--- config.mk ---
export PLATFORM = sky130hd
export DESIGN_NAME = progressive_caesar_encrypt_unit_flat
export DESIGN_NICKNAME = d
export VERILOG_FILES = /design/src/rtl/pce_pkg.sv /design/src/rtl/pce_in_if.sv /design/src/rtl/pce_out_if.sv /design/src/rtl/pce_key_reg.sv /design/src/rtl/pce_char_encode.sv /design/src/rtl/progressive_caesar_encrypt_unit.sv /design/src/flat_wrapper.sv
export SDC_FILE = /design/constraint.sdc
export NUM_CORES = 1
export LEC_CHECK = 0
export BUFFER_PORTS_ARGS = -buffer_cell sky130_fd_sc_hd__buf_2
export CORE_ASPECT_RATIO = 1.2
export CORE_UTILIZATION = 40
export DETAILED_ROUTE_END_ITERATION = 7
export PLACE_DENSITY = 0.63
export SYNTH_ARGS = -nofsm -noshare
export SYNTH_HDL_FRONTEND = slang
export SYNTH_SLANG_ARGS = --single-unit
--- constraint.sdc ---
create_clock -name clk -period 4.9 [get_ports clk]
set_input_delay 0.245 -clock clk [delete_from_list [all_inputs] [get_ports clk]]
set_output_delay 0.245 -clock clk [all_outputs]
set_load 0.01 [all_outputs]
--- src/rtl/pce_pkg.sv ---
package pce_pkg;

	// Width of the saturating count of encoded characters.
	localparam int COUNT_WIDTH = 16;

	localparam int BYTE_W      = 8;
	localparam int KEY_W       = 16;
	localparam int OUT_COUNT_W = 16;

	localparam int LETTER_MOD = 26;
	localparam int DIGIT_MOD  = 10;

	localparam logic [BYTE_W-1:0] UPPER_FIRST = 8'd65;
	localparam logic [BYTE_W-1:0] UPPER_LAST  = 8'd90;
	localparam logic [BYTE_W-1:0] LOWER_FIRST = 8'd97;
	localparam logic [BYTE_W-1:0] LOWER_LAST  = 8'd122;
	localparam logic [BYTE_W-1:0] DIGIT_FIRST = 8'd48;
	localparam logic [BYTE_W-1:0] DIGIT_LAST  = 8'd57;

	localparam logic [BYTE_W-1:0] NUL_CHAR = 8'd0;

	// End-of-message marker "__EOM__" followed by a NUL terminator.
	localparam int EOM_LEN = 7;
	localparam int EOM_IDX_W = $clog2(EOM_LEN + 1);
	localparam logic [EOM_IDX_W-1:0] EOM_NUL_IDX = EOM_IDX_W'(EOM_LEN);

	typedef logic [4:0] letter_res_t;
	typedef logic [3:0] digit_res_t;

	// Key reduced to its residues, as seen by the character encoder.
	typedef struct packed {
		letter_res_t letter;
		digit_res_t  digit;
	} key_res_t;

	typedef letter_res_t letter_tab_t [256];
	typedef digit_res_t  digit_tab_t  [256];

	// Residue of (i * weight) for every byte value i, built by stepping.
	function automatic letter_tab_t build_letter_tab(input int step);
		letter_tab_t t;
		int r;
		r = 0;
		for (int i = 0; i < 256; i++) begin
			t[i] = letter_res_t'(r);
			r = r + step;
			if (r >= LETTER_MOD) begin
				r = r - LETTER_MOD;
			end
		end
		return t;
	endfunction

	function automatic digit_tab_t build_digit_tab(input int step);
		digit_tab_t t;
		int r;
		r = 0;
		for (int i = 0; i < 256; i++) begin
			t[i] = digit_res_t'(r);
			r = r + step;
			if (r >= DIGIT_MOD) begin
				r = r - DIGIT_MOD;
			end
		end
		return t;
	endfunction

	function automatic logic [BYTE_W-1:0] eom_char(input logic [EOM_IDX_W-1:0] idx);
		logic [BYTE_W-1:0] c;
		unique case (idx)
			EOM_IDX_W'(0), EOM_IDX_W'(1), EOM_IDX_W'(5), EOM_IDX_W'(6): c = 8'd95;
			EOM_IDX_W'(2): c = 8'd69;
			EOM_IDX_W'(3): c = 8'd79;
			EOM_IDX_W'(4): c = 8'd77;
			default: c = NUL_CHAR;
		endcase
		return c;
	endfunction

endpackage

--- src/rtl/pce_in_if.sv ---
interface pce_in_if;
	import pce_pkg::*;

	logic              valid;
	logic              ready;
	logic [BYTE_W-1:0] text_byte;
	logic              end_of_text;

	modport source (output valid, output text_byte, output end_of_text, input ready);
	modport sink   (input valid, input text_byte, input end_of_text, output ready);
endinterface

--- src/rtl/pce_out_if.sv ---
interface pce_out_if;
	import pce_pkg::*;

	logic                   valid;
	logic                   ready;
	logic [BYTE_W-1:0]      cipher_byte;
	logic                   last_of_run;
	logic [OUT_COUNT_W-1:0] encoded_count;

	modport source (output valid, output cipher_byte, output last_of_run,
		output encoded_count, input ready);
	modport sink   (input valid, input cipher_byte, input last_of_run,
		input encoded_count, output ready);
endinterface

--- src/rtl/pce_key_reg.sv ---
module pce_key_reg
	import pce_pkg::*;
(
	input  logic             clk,
	input  logic             arst_n,
	input  logic             we,
	input  logic [KEY_W-1:0] wdata,
	output key_res_t         key_res
);

	localparam letter_tab_t LO_LETTER = build_letter_tab(1);
	localparam letter_tab_t HI_LETTER = build_letter_tab(256 % LETTER_MOD);
	localparam digit_tab_t  LO_DIGIT  = build_digit_tab(1);
	localparam digit_tab_t  HI_DIGIT  = build_digit_tab(256 % DIGIT_MOD);

	logic [5:0] letter_sum;
	logic [4:0] digit_sum;
	key_res_t   res_d;
	key_res_t   key_res_q;

	// Each key byte contributes its own residue; the two add to less than
	// twice the modulus, so one subtract finishes the reduction.
	always_comb begin
		letter_sum = {1'b0, LO_LETTER[wdata[7:0]]} + {1'b0, HI_LETTER[wdata[15:8]]};
		digit_sum  = {1'b0, LO_DIGIT[wdata[7:0]]} + {1'b0, HI_DIGIT[wdata[15:8]]};
		if (letter_sum >= 6'(LETTER_MOD)) begin
			res_d.letter = 5'(letter_sum - 6'(LETTER_MOD));
		end else begin
			res_d.letter = letter_sum[4:0];
		end
		if (digit_sum >= 5'(DIGIT_MOD)) begin
			res_d.digit = 4'(digit_sum - 5'(DIGIT_MOD));
		end else begin
			res_d.digit = digit_sum[3:0];
		end
	end

	always_ff @(posedge clk or negedge arst_n) begin
		if (!arst_n) begin
			key_res_q <= '0;
		end else if (we) begin
			key_res_q <= res_d;
		end
	end

	assign key_res = key_res_q;

endmodule

--- src/rtl/pce_char_encode.sv ---
module pce_char_encode
	import pce_pkg::*;
(
	input  logic [BYTE_W-1:0] text_byte,
	input  key_res_t          key_res,
	input  letter_res_t       letter_phase,
	input  digit_res_t        digit_phase,
	output logic [BYTE_W-1:0] cipher_byte,
	output logic              encoded
);

	logic [5:0]        letter_shift_raw;
	logic [4:0]        letter_shift;
	logic [4:0]        digit_shift_raw;
	logic [3:0]        digit_shift;
	logic [BYTE_W-1:0] base;
	logic [BYTE_W-1:0] offset;
	logic [5:0]        letter_pos;
	logic [4:0]        digit_pos;
	logic              is_upper;
	logic              is_lower;
	logic              is_digit;

	always_comb begin
		letter_shift_raw = {1'b0, key_res.letter} + {1'b0, letter_phase};
		letter_shift = (letter_shift_raw >= 6'(LETTER_MOD)) ?
			5'(letter_shift_raw - 6'(LETTER_MOD)) : letter_shift_raw[4:0];
		digit_shift_raw = {1'b0, key_res.digit} + {1'b0, digit_phase};
		digit_shift = (digit_shift_raw >= 5'(DIGIT_MOD)) ?
			4'(digit_shift_raw - 5'(DIGIT_MOD)) : digit_shift_raw[3:0];

		is_upper = (text_byte >= UPPER_FIRST) && (text_byte <= UPPER_LAST);
		is_lower = (text_byte >= LOWER_FIRST) && (text_byte <= LOWER_LAST);
		is_digit = (text_byte >= DIGIT_FIRST) && (text_byte <= DIGIT_LAST);

		if (is_upper) begin
			base = UPPER_FIRST;
		end else if (is_lower) begin
			base = LOWER_FIRST;
		end else begin
			base = DIGIT_FIRST;
		end
		offset = text_byte - base;

		letter_pos = {1'b0, offset[4:0]} + {1'b0, letter_shift};
		if (letter_pos >= 6'(LETTER_MOD)) begin
			letter_pos = letter_pos - 6'(LETTER_MOD);
		end
		digit_pos = {1'b0, offset[3:0]} + {1'b0, digit_shift};
		if (digit_pos >= 5'(DIGIT_MOD)) begin
			digit_pos = digit_pos - 5'(DIGIT_MOD);
		end

		encoded = is_upper || is_lower || is_digit;
		if (is_upper || is_lower) begin
			cipher_byte = base + BYTE_W'(letter_pos);
		end else if (is_digit) begin
			cipher_byte = base + BYTE_W'(digit_pos);
		end else begin
			cipher_byte = text_byte;
		end
	end

endmodule

--- src/rtl/progressive_caesar_encrypt_unit.sv ---
// Progressive Caesar encoder, one message byte per transfer.
//
// Channels: text_in carries text_byte and end_of_text; cipher_out carries
// cipher_byte, last_of_run and encoded_count. Both use valid/ready, and a
// transfer happens on a rising clock edge where both are high. Write the key
// via shift_key_we/shift_key_wdata only while idle, unchecked by the block.
//
// Data path: an item waits in the input register and moves into the output
// register once that register is free or being emptied; the result is
// offered from the output register. A data byte yields one result, and a
// new byte can be taken every cycle while the receiver keeps up. An
// end-of-text item yields eight results, the marker "__EOM__" and a NUL
// carrying last_of_run and the count; it holds the input register until the
// NUL is loaded, while the marker sequencer steps through the results.
//
// Reset clears the key, the letter and digit phases, the count and all valid
// flags. When the receiver stalls, the output register holds its result;
// one more item waits in the input register, after which text_in.ready drops.
module progressive_caesar_encrypt_unit
	import pce_pkg::*;
(
	input  logic             clk,
	input  logic             arst_n,
	pce_in_if.sink           text_in,
	pce_out_if.source        cipher_out,
	input  logic             shift_key_we,
	input  logic [KEY_W-1:0] shift_key_wdata
);

	key_res_t key_res;

	pce_key_reg u_key_reg (
		.clk     (clk),
		.arst_n  (arst_n),
		.we      (shift_key_we),
		.wdata   (shift_key_wdata),
		.key_res (key_res)
	);

	// Input stage.
	logic              valid_s1;
	logic [BYTE_W-1:0] byte_s1;
	logic              eot_s1;

	// Message state.
	letter_res_t          letter_phase_q;
	digit_res_t           digit_phase_q;
	logic [COUNT_WIDTH-1:0] encoded_total_q;
	logic [EOM_IDX_W-1:0] eom_idx_q;

	// Output register.
	logic                   out_valid_q;
	logic [BYTE_W-1:0]      out_byte_q;
	logic                   out_last_q;
	logic [OUT_COUNT_W-1:0] out_count_q;

	logic [BYTE_W-1:0] enc_byte;
	logic              enc_hit;
	logic              out_load;
	logic              eom_final;
	logic              s1_done;
	logic              in_fire;
	logic [31:0]       total_ext;

	pce_char_encode u_char_encode (
		.text_byte    (byte_s1),
		.key_res      (key_res),
		.letter_phase (letter_phase_q),
		.digit_phase  (digit_phase_q),
		.cipher_byte  (enc_byte),
		.encoded      (enc_hit)
	);

	// A result moves into the output register whenever that register is
	// free or is being emptied in the same cycle.
	assign out_load  = valid_s1 && (!out_valid_q || cipher_out.ready);
	assign eom_final = eot_s1 && (eom_idx_q == EOM_NUL_IDX);
	// The input register empties after a data byte, or after the NUL of an
	// end-of-text sequence.
	assign s1_done   = out_load && (!eot_s1 || eom_final);
	assign text_in.ready = !valid_s1 || s1_done;
	assign in_fire   = text_in.valid && text_in.ready;
	assign total_ext = 32'(encoded_total_q);

	always_ff @(posedge clk or negedge arst_n) begin
		if (!arst_n) begin
			valid_s1 <= 1'b0;
		end else if (text_in.ready) begin
			valid_s1 <= text_in.valid;
		end
	end

	always_ff @(posedge clk) begin
		if (in_fire) begin
			byte_s1 <= text_in.text_byte;
			eot_s1  <= text_in.end_of_text;
		end
	end

	// Phases advance on every data byte; the whole message state restarts
	// as the terminating NUL goes out.
	always_ff @(posedge clk or negedge arst_n) begin
		if (!arst_n) begin
			letter_phase_q  <= '0;
			digit_phase_q   <= '0;
			encoded_total_q <= '0;
			eom_idx_q       <= '0;
		end else if (out_load) begin
			if (eot_s1) begin
				if (eom_final) begin
					letter_phase_q  <= '0;
					digit_phase_q   <= '0;
					encoded_total_q <= '0;
					eom_idx_q       <= '0;
				end else begin
					eom_idx_q <= eom_idx_q + EOM_IDX_W'(1);
				end
			end else begin
				letter_phase_q <= (letter_phase_q == letter_res_t'(LETTER_MOD - 1)) ?
					'0 : letter_phase_q + letter_res_t'(1);
				digit_phase_q <= (digit_phase_q >= digit_res_t'(DIGIT_MOD - 2)) ?
					'0 : digit_phase_q + digit_res_t'(2);
				if (enc_hit && (encoded_total_q != '1)) begin
					encoded_total_q <= encoded_total_q + COUNT_WIDTH'(1);
				end
			end
		end
	end

	always_ff @(posedge clk or negedge arst_n) begin
		if (!arst_n) begin
			out_valid_q <= 1'b0;
		end else if (out_load) begin
			out_valid_q <= 1'b1;
		end else if (cipher_out.ready) begin
			out_valid_q <= 1'b0;
		end
	end

	always_ff @(posedge clk) begin
		if (out_load) begin
			if (eot_s1) begin
				out_byte_q  <= eom_char(eom_idx_q);
				out_last_q  <= eom_final;
				out_count_q <= eom_final ? total_ext[OUT_COUNT_W-1:0] : '0;
			end else begin
				out_byte_q  <= enc_byte;
				out_last_q  <= 1'b0;
				out_count_q <= '0;
			end
		end
	end

	assign cipher_out.valid         = out_valid_q;
	assign cipher_out.cipher_byte   = out_byte_q;
	assign cipher_out.last_of_run   = out_last_q;
	assign cipher_out.encoded_count = out_count_q;

	// The marker sequencer only runs while an end-of-text item is held.
	a_eom_idx_owned: assert property (@(posedge clk) disable iff (!arst_n)
		(eom_idx_q != '0) |-> (valid_s1 && eot_s1))
		else $error("marker index advanced without an end-of-text item");

	a_letter_phase_range: assert property (@(posedge clk) disable iff (!arst_n)
		letter_phase_q <= letter_res_t'(LETTER_MOD - 1))
		else $error("letter phase out of range");

	a_digit_phase_even: assert property (@(posedge clk) disable iff (!arst_n)
		(digit_phase_q[0] == 1'b0) && (digit_phase_q < digit_res_t'(DIGIT_MOD)))
		else $error("digit phase not an even residue");

	a_last_is_nul: assert property (@(posedge clk) disable iff (!arst_n)
		(out_valid_q && out_last_q) |-> (out_byte_q == NUL_CHAR))
		else $error("last flag on a byte other than the terminator");

	a_restart_after_nul: assert property (@(posedge clk) disable iff (!arst_n)
		(out_load && eom_final) |=>
		(letter_phase_q == '0 && digit_phase_q == '0 && encoded_total_q == '0))
		else $error("message state not restarted after the terminator");

endmodule

--- src/flat_wrapper.sv ---
// flat-port wrapper written by rule: the top's interface ports become plain ports
module progressive_caesar_encrypt_unit_flat import pce_pkg::*;
  (clk, arst_n, shift_key_we, shift_key_wdata, text_in_valid, text_in_text_byte, text_in_end_of_text, text_in_ready, cipher_out_valid, cipher_out_cipher_byte, cipher_out_last_of_run, cipher_out_encoded_count, cipher_out_ready);
  pce_in_if text_in_i ();
  pce_out_if cipher_out_i ();
  input  logic clk;
  input  logic arst_n;
  input  logic shift_key_we;
  input  logic [KEY_W-1:0] shift_key_wdata;
  input wire logic [$bits(text_in_i.valid)-1:0] text_in_valid;
  input wire logic [$bits(text_in_i.text_byte)-1:0] text_in_text_byte;
  input wire logic [$bits(text_in_i.end_of_text)-1:0] text_in_end_of_text;
  output wire logic [$bits(text_in_i.ready)-1:0] text_in_ready;
  output wire logic [$bits(cipher_out_i.valid)-1:0] cipher_out_valid;
  output wire logic [$bits(cipher_out_i.cipher_byte)-1:0] cipher_out_cipher_byte;
  output wire logic [$bits(cipher_out_i.last_of_run)-1:0] cipher_out_last_of_run;
  output wire logic [$bits(cipher_out_i.encoded_count)-1:0] cipher_out_encoded_count;
  input wire logic [$bits(cipher_out_i.ready)-1:0] cipher_out_ready;
  assign text_in_i.valid = text_in_valid;
  assign text_in_i.text_byte = text_in_text_byte;
  assign text_in_i.end_of_text = text_in_end_of_text;
  assign text_in_ready = text_in_i.ready;
  assign cipher_out_valid = cipher_out_i.valid;
  assign cipher_out_cipher_byte = cipher_out_i.cipher_byte;
  assign cipher_out_last_of_run = cipher_out_i.last_of_run;
  assign cipher_out_encoded_count = cipher_out_i.encoded_count;
  assign cipher_out_i.ready = cipher_out_ready;
  progressive_caesar_encrypt_unit u_core (.clk(clk), .arst_n(arst_n), .text_in(text_in_i), .cipher_out(cipher_out_i), .shift_key_we(shift_key_we), .shift_key_wdata(shift_key_wdata));
endmodule
==> run metrics, run 1 <==
routed len/inst 15.8 um; Max clock buf depth 2; Max Transition Viols Final 0; Via Count 8123; multi-input logic area 6300 um2; Reg2Reg Setup Slack 0.21 ns; fin cells 1397; hpwl dp 15.8 mm; number of global-route vias before repair 7685; drt first pass iters 5; Mapped Cells 1090; worst path cell trace a21oi_1 -> and3b_1 -> nor2_2 -> ha_1 -> inv_1 -> ha_1 -> inv_1 -> fa_2 -> xnor2_2 -> inv_2 -> ha_4 -> nor3b_1 -> mux2_2 -> or3_1 -> mux2_2 -> ha_1 -> inv_2 -> nor2_1 -> o211a_1 -> o31ai_1 -> nand2_1; min Tclk post-route 4.69 ns; syn_nets 1198; htree depth 3; fill cell count 2068; Die Y 163 um; initial antenna violation count 0; crit end category flip-flop; Total Neg Setup Slack 0 ns; P&R area growth vs syn 11.8%; crit start category flip-flop; DRC 0; Fmax 213 MHz; root buf cell clkbuf_16; core box area 21100 um2; Yosys warnings 0; clock latency at the later pin of the worst-skew pair 0.34 ns; final core utilization 46.0%; gpl congestion 0.926; HP Class in -> async; Final Cycle Share 95.8%; clock sink count 71; gr usage total 20.2%; DIE AREA 22300 um2; Critical Path AT 4.78 ns; max cap viols 0; Post-synth EDFFs 34; Seq cells post-synth 71; Starting Density 41.1%; Worst-path clk slew 0.07 ns; Routed WL 22.1 mm; sequential share of the synthesized area 22.4%; WP data required 4.99 ns; mapped cell area 8680 um2; Synth async-reset ratio 52.1%; Worst Path Max Fanout 7; Inserted Clock Buffers 9; Die W 136 um; Area after DPL 9280 um2; Final Cell Area 9700 um2; Worst Skew 0.00986 ns; Rel. slew slack 39.8%; CP peak stage delay 0.50 ns; Initial DRC Count 476; share of cells above drive strength 1 16.1%; Most common cell on crit path ha_1; Hold Vio Cnt, Final 0; Crit path depth 21; status finished, final reports clean; Slowest-stage cell, CP edfxtp_1; top_reg_cell synth dfrtp_1; GRT overflow 0; unrepaired setup endpoints after global routing false; Buffers & Inverters on Critical Path 4; # IOs 57; Tightest Pin Transition 0.902 ns; Setup CP Type reg -> reg; PortBufs 56; synth unique cells 83; Sequential cell area 1950 um2; Final setup viols 0; Rows 58; DRT antenna net count 0; Vias/cell 5.81; hold-fix buffers at CTS 0; ant diodes 0; reg2reg path depth 21; fin nets 1230; first-pass GRT wire length 37.0 mm; synthesized area per cell 7.96 um2; largest net degree at the start of global routing 62; CP delay by family, top adder cells; DP Cell Count 1376; CTS tree built
[sequential cells by signal, summed over array words and instances (netlist names)]
signal,count
u_core.valid_s1,1
u_core.cipher_out.cipher_byte,8
u_core.letter_phase_q,5
u_core.eot_s1,1
u_core.cipher_out.valid,1
u_core.byte_s1,8
u_core.cipher_out.last_of_run,1
u_core.encoded_total_q,16
u_core.cipher_out.encoded_count,16
u_core.digit_phase_q,3
u_core.eom_idx_q,3
u_core.u_key_reg.key_res,8
[logic make-up (layout without fill, tap and decap cells)]
group	Yosys count	after routing	share of synthesized area [%]
XOR/XNOR	45	45	4.63
AND/OR/NAND/NOR	356	356	19.8
flip-flops	71	71	22.4
AO/OA/AOI/OAI	324	324	24.1
adder cells (fa/ha/maj)	78	78	11.8
other	1	1	0.0432
multiplexers	76	76	11.0
buffers and inverters	139	176	6.23
[path summary, 6_finish.rpt]
path	to	startpoint
max	u_core.cipher_out.cipher_byte[2]$_DFFE_PP_	u_core.byte_s1[2]$_DFFE_PP_
max reg2reg	u_core.cipher_out.cipher_byte[2]$_DFFE_PP_	u_core.byte_s1[2]$_DFFE_PP_
min in group clk	u_core.byte_s1[5]$_DFFE_PP_	text_in_text_byte[5]
min	u_core.encoded_total_q[12]$_DFFE_PN0P_	arst_n
max in group asynchronous	u_core.letter_phase_q[0]$_DFFE_PN0P_	arst_n
min reg2reg	u_core.cipher_out.valid$_DFFE_PN0P_	u_core.valid_s1$_DFFE_PN0N_
[cell usage in the layout, fill, tap and decap left out, types with 7 or more instances in the layout]
cell         n
xor2_1       8
nor3_1      21
a31oi_1     10
nor4_1      12
mux4_2      14
nand3_1     18
and2_1       7
or3_1        8
nor2_1     108
nand2b_1    16
o221ai_1     9
nand2_1     97
a211oi_1    21
o21ai_1      8
a211o_1      7
xnor2_1     34
mux2i_1     48
inv_1       54
o211ai_1    13
a21o_1      14
and3_1      19
o21ai_0     89
mux2_2      14
buf_4       41
a21oi_1     79
edfxtp_1    34
buf_2       56
dfrtp_1     36
o22ai_1      8
clkbuf_16    9
nor2b_1     15
ha_1        68
[through the flow]
stage	worst slack (ns)	hold slack, ns
after CTS	0.0321	0.0392
after floorplan	0.0350	-0.0506
after detailed placement	-0.128	0.393
final	0.208	0.00802
after global placement	0.0477	0.404
after global routing	0.00307	0.0818
[per-layer routing]
layer / wire [um] / vias up / share of wire, % / GRT usage [%]
met2: 11200 / 188 / 51 / 37.1
met1: 9850 / 3852 / 45 / 25.2
met5: 0 / - / 0 / 0
li1: - / 4057 / - / -
met3: 673 / 26 / 3.0 / 1.40
met4: 323 / 0 / 1.5 / 4.85
[cells in the mapped netlist (10+ instances only)]
| library cell | count | area, um2 |
|---|---|---|
| o211ai_1 | 13 | 97.6 |
| a211oi_1 | 21 | 158 |
| mux4_2 | 14 | 315 |
| nor2b_1 | 16 | 100 |
| buf_1 | 10 | 37.5 |
| nand3_1 | 18 | 90.1 |
| dfrtp_1 | 37 | 926 |
| a21oi_1 | 81 | 405 |
| and3_1 | 19 | 119 |
| o21ai_0 | 91 | 455 |
| nor4_1 | 12 | 75.1 |
| a31oi_1 | 10 | 62.6 |
| xnor2_1 | 35 | 307 |
| nand2_1 | 97 | 364 |
| inv_1 | 57 | 214 |
| mux2i_1 | 48 | 480 |
| nand2b_1 | 16 | 100 |
| nor2_1 | 108 | 405 |
| mux2_2 | 14 | 158 |
| nor3_1 | 22 | 110 |
| a21o_1 | 14 | 105 |
| ha_1 | 72 | 901 |
| edfxtp_1 | 34 | 1020 |
| clkbuf_1 | 57 | 214 |
[timing repair]
item | 4_1_cts | 5_1_grt
hold endpoints to repair | 0 | 0
pin swaps | 2 | 10
setup endpoints to repair | 2 | 7
resized for setup | 6 | 21
setup buffers | 1 | 4
[layout make-up]
| type | count | area share [%] |
|---|---|---|
| Clock buffer | 9 | 2.32 |
| Clock inverter | 7 | 0.580 |
| Inverter | 62 | 2.40 |
| Multi-Input combinational cell | 880 | 64.9 |
| Sequential cell | 71 | 20.1 |
| Tap cell | 270 | 3.48 |
| Timing Repair Buffer | 98 | 6.27 |
Power of run 1 is not shown: default switching activity piles up to over one toggle a cycle in this logic, so the estimate is an artifact.
==> run 2, diff against run 1 <==
--- a/config.mk
+++ b/config.mk
@@ -9,7 +9,9 @@
 export CORE_ASPECT_RATIO = 1.2
 export CORE_UTILIZATION = 40
 export DETAILED_ROUTE_END_ITERATION = 7
-export PLACE_DENSITY = 0.63
+export MAX_ROUTING_LAYER = met4
+export PLACE_DENSITY = 0.58
+export RECOVER_POWER = 50
 export SYNTH_ARGS = -nofsm -noshare
 export SYNTH_HDL_FRONTEND = slang
 export SYNTH_SLANG_ARGS = --single-unit
==> run 2 against run 1 <==
  * The flow now finishes with violations (capacitance limit, slew limit)
  * Sequential cell count did not move
  * Final cell count decreased by 0.14%
  * Fmax decreased by 0.42%
  * Register-to-register slack got worse by 0.02 ns
  * Clock skew decreased by 0.00093 ns
  * First-iteration DRC count fell by 13%
  * Global-route usage is 0.64 points higher
  * Utilization down 0.38 points
  * Largest cell class unchanged
==> run metrics, run 2 (same netlist as run 1, synthesis figures left out) <==
status finished, violations left; failing checks capacitance limit, slew limit; DIE AREA 22300 um2 (unchanged); WP data required 4.99 ns (about the same); routed len/inst 15.9 um (+0.36%); Worst Skew 0.00893 ns (-0.000927 ns); HP Class in -> reg; PortBufs 56 (unchanged); core box area 21100 um2 (unchanged); GRT overflow 0 (unchanged); Reg2Reg Setup Slack 0.19 ns (-0.02 ns); fin nets 1228 (-0.16%); Worst R2R Start u_core.u_key_reg.key_res[1]$_DFFE_PN0P_; initial antenna violation count 0 (unchanged); clock sink count 71 (unchanged); DRT antenna net count 0 (unchanged); Final Cycle Share 96.2% (+0.41 points); first-pass GRT wire length 36.8 mm (-0.51%); htree depth 3 (unchanged); DRC 0 (unchanged); most frequent cells in the layout nor2_1 (108), nand2_1 (97), o21ai_0 (89), a21oi_1 (79), ha_1 (69); final core utilization 45.6% (-0.38 points); share of cells above drive strength 1 13.1% (-3.0 points); crit end category flip-flop; Rows 58 (unchanged); worst path cell trace inv_1 -> fa_2 -> ha_2 -> nand2_1 -> nand2_1 -> nand3_2 -> xnor2_2 -> inv_1 -> fa_2 -> xnor2_2 -> inv_2 -> ha_4 -> nor3b_1 -> mux2_2 -> or3_1 -> mux2_2 -> ha_1 -> inv_2 -> nor2_1 -> o211a_1 -> o31ai_2 -> nand2_1; Final setup viols 0 (unchanged); Fmax 212 MHz (-0.42%); root buf cell clkbuf_16; Die W 136 um (unchanged); Slowest-stage cell, CP fa_2; clock latency at the later pin of the worst-skew pair 0.34 ns (about the same); Die Y 163 um (unchanged); gpl congestion 0.913 (-1.4%); DP Cell Count 1378 (+0.15%); Rel. slew slack -37.5% (-77 points); CP peak stage delay 0.59 ns (+0.09 ns); drt first pass iters 6 (+1); Worst-path clk slew 0.06 ns (about the same); Hold Vio Cnt, Final 0 (unchanged); Starting Density 41.1% (unchanged); largest net degree at the start of global routing 50 (-19%); reg2reg path depth 22 (+4.8%); Tightest Pin Transition 2.06 ns (+1.16 ns); hpwl dp 16.0 mm (+0.84%); min setup slack post-route 0.188 ns (-0.0199 ns); Most common cell on crit path nand2_1; Buffers & Inverters on Critical Path 4 (unchanged); CP delay by family, top adder cells; P&R area growth vs syn 10.9%; hold-fix buffers at CTS 0 (unchanged); Initial DRC Count 414 (-13%); fin cells 1395 (-0.14%); Routed WL 22.1 mm (+0.21%); CTS tree built; Critical Path AT 4.80 ns (+0.02 ns); Post-Place Setup Slack -0.0792 ns (+0.0491 ns); Crit path depth 22 (+4.8%); Via Count 7991 (-1.6%); commonest non-fill, non-tap cell in the layout nor2_1; gr usage total 20.8% (+0.64 points); Critical path destination u_core.cipher_out.cipher_byte[2]$_DFFE_PP_; Max Transition Viols Final 68 (+68); max cap viols 2 (+2); Inserted Clock Buffers 9 (unchanged); min Tclk post-route 4.71 ns (+0.0199 ns); Vias/cell 5.73 (-1.5%); ant diodes 0 (unchanged); # IOs 57 (unchanged); Max clock buf depth 2 (unchanged); crit path launch u_core.u_key_reg.key_res[1]$_DFFE_PN0P_; RR Endpoint u_core.cipher_out.cipher_byte[2]$_DFFE_PP_; number of global-route vias before repair 7540 (-1.9%); Setup CP Type reg -> reg; crit start category flip-flop; Worst Path Max Fanout 7 (unchanged)
## run 2: worst reg2reg max path, stage by stage (launching register included)
cell and delay [ns]:
dfrtp_1 0.34, inv_1 0.07, fa_2 0.59, ha_2 0.20, nand2_1 0.06, nand2_1 0.07
nand3_2 0.13, xnor2_2 0.22, inv_1 0.09, fa_2 0.43, xnor2_2 0.16, inv_2 0.09
ha_4 0.19, nor3b_1 0.06, mux2_2 0.27, or3_1 0.36, mux2_2 0.28, ha_1 0.23
inv_2 0.10, nor2_1 0.05, o211a_1 0.22, o31ai_2 0.18, nand2_1 0.07
## run 2: worst min-delay path by stage
stage | from | end | cells after the start
after floorplan | arst_n | u_core.cipher_out.valid$_DFFE_PN0P_ | 0
after global placement | arst_n | u_core.encoded_total_q[13]$_DFFE_PN0P_ | 1
after detailed placement | arst_n | u_core.encoded_total_q[13]$_DFFE_PN0P_ | 1
after CTS | arst_n | u_core.letter_phase_q[4]$_DFFE_PN0P_ | 1
after global routing | text_in_text_byte[3] | u_core.byte_s1[3]$_DFFE_PP_ | 1
final | text_in_text_byte[3] | u_core.byte_s1[3]$_DFFE_PP_ | 1
## run 2: metal layers
metal / vias up / share of wire (%) / GRT usage [%]
met1: 3734 / 46 / 26.0
met5: - / 0 / -
met4: 0 / 1.1 / 5.35
li1: 4052 / - / -
met3: 25 / 3.3 / 1.61
met2: 180 / 50 / 35.9
## run 2: timing repair
item | in CTS | in global routing
setup buffers | 0 | 1
resized for setup | 6 | 18
endpoints found under the hold margin | 0 | 0
pin swaps | 3 | 4
setup endpoints to repair | 3 | 7
## run 2: metrics by stage
step | hold WS (ns) | area [um2] | TNS (ns)
CTS | 0.0563 | 9580 | 0
global placement | 0.414 | 9290 | 0
global route | 0.0821 | 9620 | -0.0992
finish | 0.0881 | 9620 | 0
detailed placement | 0.415 | 9290 | -0.144
floorplan | -0.0506 | 8680 | 0
## run 2: cell type report
class | instances | area [um2]
timing repair buffer | 96 | 552
sequential | 71 | 1950
tap | 270 | 338
inverter | 62 | 233
multi-input combinational | 880 | 6290
clock buffer | 11 | 233
clock inverter | 5 | 35.0
fill | 2137 | 11500
Power of run 2 is left out for the same reason.
==> run 3, diff against run 2 <==
==> constraint.sdc (replaced) <==
create_clock -name clk -period 4.25 [get_ports clk]
set_input_delay 0.2125 -clock clk [delete_from_list [all_inputs] [get_ports clk]]
set_output_delay 0.2125 -clock clk [all_outputs]
set_load 0.01 [all_outputs]
==> run 3 against run 2 <==
  * Final area up 8.1%
  * Clock skew fell by 0.0022 ns
  * Global-route usage grew 0.84 points
  * Critical path depth is 3 lower
  * Fmax increased by 7.3%
  * Via count is 4.1% higher
  * The run ends with capacitance limit, slew limit, setup timing left
==> run metrics, run 3 (same netlist as run 1, synthesis figures left out) <==
DP Cell Count 1454 (+5.5%); Worst R2R Start u_core.u_key_reg.key_res[4]$_DFFE_PN0P_; WP data required 4.32 ns (-0.67 ns); number of global-route vias before repair 7933 (+5.2%); hold-fix buffers at CTS 0 (unchanged); gpl congestion 0.913 (about the same); PortBufs 56 (unchanged); DIE AREA 22300 um2 (unchanged); commonest non-fill, non-tap cell in the layout buf_4; Final Cycle Share 103% (+7.2 points); largest net degree at the start of global routing 38 (-24%); fill cell count 2054 (-3.9%); Inserted Clock Buffers 9 (unchanged); min Tclk post-route 4.39 ns (-0.319 ns); reg2reg path depth 19 (-14%); Hold Vio Cnt, Final 0 (unchanged); wl on met1 10.1 mm (+0.27%); Die Y 163 um (unchanged); drt first pass iters 8 (+2); share of cells above drive strength 1 20.8% (+7.7 points); Tightest Pin Transition 2.03 ns (-0.0337 ns); Worst-path clk slew 0.06 ns (about the same); htree depth 3 (unchanged); hpwl dp 17.1 mm (+7.0%); crit start category flip-flop; ant diodes 0 (unchanged); clock sink count 71 (unchanged); core box area 21100 um2 (unchanged); Rows 58 (unchanged); DRC 0 (unchanged); max cap viols 2 (unchanged); top routing layer used met4; min setup slack post-route -0.143 ns (-0.331 ns); met2 wire len 11.6 mm (+5.3%); Fmax 228 MHz (+7.3%); status finished, violations left; unrepaired setup endpoints after global routing true; Worst Path Max Fanout 4 (-3); Hold Slack 0.0543 ns (-0.0339 ns); Critical Path AT 4.47 ns (-0.33 ns); Max clock buf depth 2 (unchanged); GRT overflow 0 (unchanged); P&R area growth vs syn 19.9%; HP Class in -> reg; Worst Skew 0.00671 ns (-0.00222 ns); root buf cell clkbuf_16; first-pass GRT wire length 38.3 mm (+4.0%); routed len/inst 15.6 um (-1.5%); Reg2Reg Setup Slack -0.14 ns (-0.33 ns); clock latency at the later pin of the worst-skew pair 0.33 ns (about the same); fin cells 1478 (+5.9%); most frequent cells in the layout buf_4 (120), nor2_1 (107), nand2_1 (96), o21ai_0 (89), a21oi_1 (78); Starting Density 41.1% (unchanged); crit path launch u_core.u_key_reg.key_res[4]$_DFFE_PN0P_; fin nets 1311 (+6.8%); Final setup viols 6 (+6); Vias/cell 5.63 (-1.7%); RR Endpoint u_core.cipher_out.cipher_byte[5]$_SDFFCE_PP0P_; CTS tree built; failing checks capacitance limit, slew limit, setup timing; Max Transition Viols Final 69 (+1.5%); DRT antenna net count 0 (unchanged); gr usage total 21.6% (+0.84 points); Routed WL 23.1 mm (+4.3%); Hold Path Depth 1 (unchanged); Total Neg Setup Slack -0.437 ns (-0.437 ns); Die W 136 um (unchanged); # IOs 57 (unchanged); Rel. slew slack -35.3% (+2.2 points); DR WL met3 860 um (+17%); Via Count 8321 (+4.1%); Critical path destination u_core.cipher_out.cipher_byte[5]$_SDFFCE_PP0P_; Initial DRC Count 550 (+33%); initial antenna violation count 0 (unchanged); crit end category flip-flop; Setup CP Type reg -> reg
[run 3: changes by cell type in the layout (fill, tap and decap cells not counted), moves of 3 or more]
cell and delta:
buf_4 +83, ha_1 -4, inv_2 +4, inv_1 -5
ha_2 +3, inv_6 +3
[run 3: layout make-up]
| class | count | area [um2] | share of cell area (%) |
|---|---|---|---|
| clock buffers | 9 | 225 | 2.16 |
| well taps | 270 | 338 | 3.25 |
| multi-input cells | 880 | 6410 | 61.6 |
| clock inverters | 7 | 73.8 | 0.709 |
| repair buffers | 179 | 1170 | 11.3 |
| flip-flops and latches | 71 | 1950 | 18.7 |
| inverters | 62 | 235 | 2.26 |
[run 3: timing repair]
item                                    4_1_cts  5_1_grt
buffers inserted                              5        3
resized for setup                             9       17
endpoints found under the setup margin        6        7
pin swaps                                     6       17
[run 3: worst min path at each step]
| stage | start | slack (ns) | to |
|---|---|---|---|
| final | text_in_text_byte[5] | 0.05 | u_core.byte_s1[5]$_DFFE_PP_ |
| after floorplan | arst_n | -0.08 | u_core.cipher_out.valid$_DFFE_PN0P_ |
| after CTS | arst_n | 0.02 | u_core.encoded_total_q[13]$_DFFE_PN0P_ |
| after global routing | text_in_text_byte[5] | 0.04 | u_core.byte_s1[5]$_DFFE_PP_ |
| after detailed placement | arst_n | 0.38 | u_core.encoded_total_q[12]$_DFFE_PN0P_ |
| after global placement | arst_n | 0.37 | u_core.encoded_total_q[12]$_DFFE_PN0P_ |
[run 3: routing by layer]
metal / up-vias / global-route usage [%]
met5: - / -
met4: 0 / 5.51
met3: 40 / 1.86
met2: 199 / 38.6
met1: 3889 / 26.0
li1: 4193 / -
[run 3: critical path, cell delays in order, from the launching register on]
cell and delay (ns):
dfrtp_1 0.39, ha_2 0.20, fa_2 0.36, a21oi_2 0.12, nor2_1 0.04, nor2_1 0.11, xor2_1 0.22, o21ai_2 0.14
xnor2_2 0.21, inv_2 0.06, fa_2 0.42, xnor2_2 0.21, buf_4 0.15, o311a_1 0.18, nor4_4 0.05, buf_4 0.15
or4_4 0.50, a2111oi_4 0.35, o21a_2 0.19, o41ai_2 0.07
[run 3: metrics by stage]
| stage | worst slack (ns) | util [%] | area, um2 |
|---|---|---|---|
| finish | -0.143 | 49.3 | 10400 |
| floorplan | -0.0439 | - | 8780 |
| CTS | -0.120 | 49.0 | 10300 |
| global placement | -0.126 | 47.2 | 9960 |
| detailed placement | -0.235 | 47.2 | 9960 |
| global route | -0.395 | 49.3 | 10400 |
Power of run 3 is left out for the same reason.
